$ cat src/rtl/linear_probe_hash_table_macros.svh
// Assertion macros for the linear probe hash table
`ifndef LINEAR_PROBE_HASH_TABLE_MACROS_SVH
`define LINEAR_PROBE_HASH_TABLE_MACROS_SVH
`ifndef SYNTHESIS
`define LPHT_ASSERT_IMP(label, clk, rst_n, a, c) \
    label: assert property (@(posedge clk) disable iff (!rst_n) (a) |-> (c)) \
        else $error("assertion failed");
`define LPHT_ASSERT_NXT(label, clk, rst_n, a, c) \
    label: assert property (@(posedge clk) disable iff (!rst_n) (a) |=> (c)) \
        else $error("assertion failed");
`else
`define LPHT_ASSERT_IMP(label, clk, rst_n, a, c)
`define LPHT_ASSERT_NXT(label, clk, rst_n, a, c)
`endif
`endif

$ cat src/rtl/lpht_mod.sv
// Serial reduction of the 64-bit hash modulo the table capacity
module lpht_mod #(
    parameter int IW = 11
) (
    input  logic          i_clk,
    input  logic          i_rst_n,
    input  logic          i_start,
    input  logic [63:0]   i_num,
    input  logic [IW-1:0] i_den,
    output logic          o_done,
    output logic [IW-1:0] o_rem
);
    logic [IW:0]   r_rem;
    logic [63:0]   r_num;
    logic [6:0]    r_cnt;
    logic          r_busy;
    logic [IW+1:0] w_sh;
    logic [IW+1:0] w_sub;

    assign w_sh = {r_rem, r_num[63]};
    assign w_sub = w_sh - {2'b00, i_den};

    always_ff @(posedge i_clk) begin
        if (!i_rst_n) begin
            r_busy <= 1'b0;
            o_done <= 1'b0;
            r_cnt <= '0;
        end else begin
            if (i_start) begin
                r_busy <= 1'b1;
                o_done <= 1'b0;
                r_cnt <= 7'd0;
                r_num <= i_num;
                r_rem <= '0;
            end else if (r_busy) begin
                r_num <= {r_num[62:0], 1'b0};
                if (!w_sub[IW+1]) r_rem <= w_sub[IW:0];
                else r_rem <= w_sh[IW:0];
                r_cnt <= r_cnt + 7'd1;
                o_done <= (r_cnt == 7'd63);
                if (r_cnt == 7'd63) r_busy <= 1'b0;
            end else begin
                o_done <= 1'b0;
            end
        end
    end
    assign o_rem = r_rem[IW-1:0];
endmodule

$ cat config.mk
export PLATFORM = sky130hd
export DESIGN_NAME = lpht_mod
export DESIGN_NICKNAME = d
export VERILOG_FILES = /design/src/rtl/linear_probe_hash_table_macros.svh /design/src/rtl/lpht_mod.sv
export SDC_FILE = /design/constraint.sdc
export NUM_CORES = 1
export LEC_CHECK = 0
export ABC_AREA = 1
export BUFFER_PORTS_ARGS = -buffer_cell sky130_fd_sc_hd__buf_2
export CORE_UTILIZATION = 50
export CTS_CLUSTER_SIZE = 24
export DETAILED_ROUTE_END_ITERATION = 7
export PLACE_DENSITY = 0.76
export SETUP_SLACK_MARGIN = 0.05
export SLEW_MARGIN = 10
export SYNTH_ARGS = -nofsm -noshare
export SYNTH_HDL_FRONTEND = slang
export SYNTH_SLANG_ARGS = --single-unit
$ cat constraint.sdc
create_clock -name i_clk -period 5.65 [get_ports i_clk]
set_input_delay 1.13 -clock i_clk [delete_from_list [all_inputs] [get_ports i_clk]]
set_output_delay 1.13 -clock i_clk [all_outputs]
set_load 0.02 [all_outputs]
==> reports/results.ini <==
[flow_run]
maxCapViolations=0

[clock_network]
cts_max_level=3
ctsResizeCount=0
clockRootBuffer=clkbuf_8
postCtsSetupBuffers=0
worst_skew_pair.late_latency_ps=350
cts_made_buffers=9
cts_num_sinks=85
cts_tree=yes
path_clk_slew_ps=80
clock_path_buffers=2
cts_hold_buf=0

[detailed_routing]
drt-pass1-iter-count=4
antenna_left=0
avgViaCountPerCell=4.89
routedWlPerCell_um=12.0
via_count=3568
routed_wl_um=8720
drt_iter0_markers=247
drc=0

[sta]
slew_headroom_pct=27.5
final.setup_skew_ps=11.3
worstMarginPinSlew_ps=1090
drv_slew=0
setup_viol=0
fin_crit_sh_pct=54.4
final.setup.tns_ps=0
fmax_mhz=325
rsz0062_at_grt=false
finalCriticalPeriod_ps=3070
hold_viol_final=0

[placed_design]
gp_congestion=0.798
io_buffers=89
hpwl_um=6170

[power_and_ir_drop]
p_total_w=0.00150
power.density_nw_per_um2=287
ir_worst_vdd_v=0.000158
leakagePower_nw=2.63

[grt]
grt_pass1_vias=3332
grt_pass1_wl_um=14900
antenna_found_initial=0
overflow=0
grt_max_degree=78
grtUsageTotal_pct=19.4

[run_status]
status=finished clean

[critical_path]
crit_type=in2reg
crit_arrival_ps=3040
critPathMaxFanout=77
cp.required_ps=5620
cp-end-kind=flop
critPathLaunchType=input pin

[floorplan]
boundaryPins=90
num_rows=34
die_w_um=96.9
die_h_um=96.9
start_util_pct=51.7
placeableCoreArea_um2=8720
die_area_um2=9400

[synthesis]
synthCells=540
synth_warnings=0
syn-cell-area_um2=4510
ys_ff_latch=85
syn_nets=631
seq_area_frac_synth_pct=54.6
synth_cell_types=29
avgSynthCellArea_um2=8.35

[cells_and_area]
fillers=774
area_delta_synth_final_pct=15.6
drive_gt1_share_pct=19.0
num_antenna_cells=0
nNetsFinal=707

[worst_hold_path]
hold_class=reg2reg

cells in the mapped netlist:
library cell / count / area (um2)
o21ai_0: 1 / 5.00
nand2_1: 259 / 972
nor3_4: 1 / 16.3
a21oi_1: 11 / 55.1
fa_1: 1 / 20.0
clkbuf_1: 13 / 48.8
nand3_2: 2 / 20.0
nand4_2: 1 / 12.5
nand2_2: 1 / 6.26
and3_1: 1 / 6.26
nand2_4: 3 / 33.8
nand3_1: 24 / 120
edfxtp_1: 76 / 2280
inv_2: 1 / 3.75
buf_4: 11 / 82.6
a21oi_2: 1 / 8.76
xor2_1: 2 / 17.5
a211oi_1: 1 / 7.51
dfxtp_1: 9 / 180
a31oi_1: 1 / 6.26
nor2_1: 36 / 135
buf_1: 2 / 7.51
a31o_2: 1 / 8.76
ha_1: 12 / 150
nor3_1: 4 / 20.0
inv_1: 55 / 206
xnor2_1: 4 / 35.0
o21a_1: 1 / 7.51
nand4_1: 5 / 31.3
worst max-delay path, cell delays in order:
cell and delay, ps:
buf_2 800, inv_2 140, a21oi_4 180, buf_4 750
state kept, by name, indices dropped and copies added, names as in the netlist:
name    cells
r_num      64
r_rem      12
o_done      1
r_cnt       7
r_busy      1
metal layers:
layer	vias up	part of all wire (%)	GRT usage, %
met5	-	0	0
met4	0	1.5	6.66
met2	116	47	30.4
met1	1585	45	27.8
met3	12	6.0	2.75
li1	1855	-	-
where the power goes:
part	total, W	switching [W]	internal [W]	leakage [nW]
Combinational	0.000263	0.000166	0.0000978	1.70
Clock	0.000475	0.000208	0.000267	0.120
Sequential	0.000759	0.0000189	0.000740	0.807
Total	0.00150	0.000392	0.00110	2.63
through the flow:
| stage | util (%) | worst slack (ps) | std cells | cell area [um2] | hold slack, ps |
|---|---|---|---|---|---|
| 4_1_cts | 59.8 | 2570 | 729 | 5210 | 495 |
| 2_1_floorplan | - | 114 | 540 | 4510 | 456 |
| 3_3_place_gp | 57.0 | 2250 | 713 | 4970 | 470 |
| 5_1_grt | 59.8 | 2300 | 729 | 5210 | 522 |
| 6_report | 59.8 | 2580 | 729 | 5210 | 498 |
| 3_5_place_dp | 57.0 | 2190 | 713 | 4970 | 478 |
cell families after synthesis:
kind of cell / Yosys count / share of synthesized area, %
DFF: 85 / 54.6
buffers and inverters: 82 / 7.75
xor gates and xnor gates: 6 / 1.17
AOI/OAI and AO/OA: 17 / 2.19
and+or+nand+nor: 337 / 30.5
adders and majority gates: 13 / 3.78
cells in the final DEF (no fill, tap or decap), drive strengths merged, types with 2 or more instances in the layout:
master,netlist,final
nor2,36,36
clkbuf,13,15
xnor2,4,4
nand4,6,6
dfxtp,9,9
nand2,263,263
a21oi,12,12
nand3,26,26
buf,13,91
inv,56,56
edfxtp,76,76
xor2,2,2
nor3,5,5
ha,12,12
path summary, 6_finish.rpt:
path                    end  slack, ps  depth (start not counted)  startpoint
setup / recovery  r_num[19]       2580                          4     i_start
hold / removal     r_cnt[6]        500                          1    r_cnt[6]
setup reg to reg   r_rem[1]       3380                         11   r_num[63]
hold reg to reg    r_cnt[6]        500                          1    r_cnt[6]
final cells by class:
type                       instances  area [um2]  share of cell area, %
clock inverter                     1        5.00                 0.0960
sequential                        85        2460                   47.3
multi-input combinational        373        1710                   32.7
tap                              108         135                   2.59
clock buffer                      15         231                   4.44
timing repair buffer              91         460                   8.84
inverter                          56         210                   4.03
Note: power is estimated with default switching activity, not from simulation.
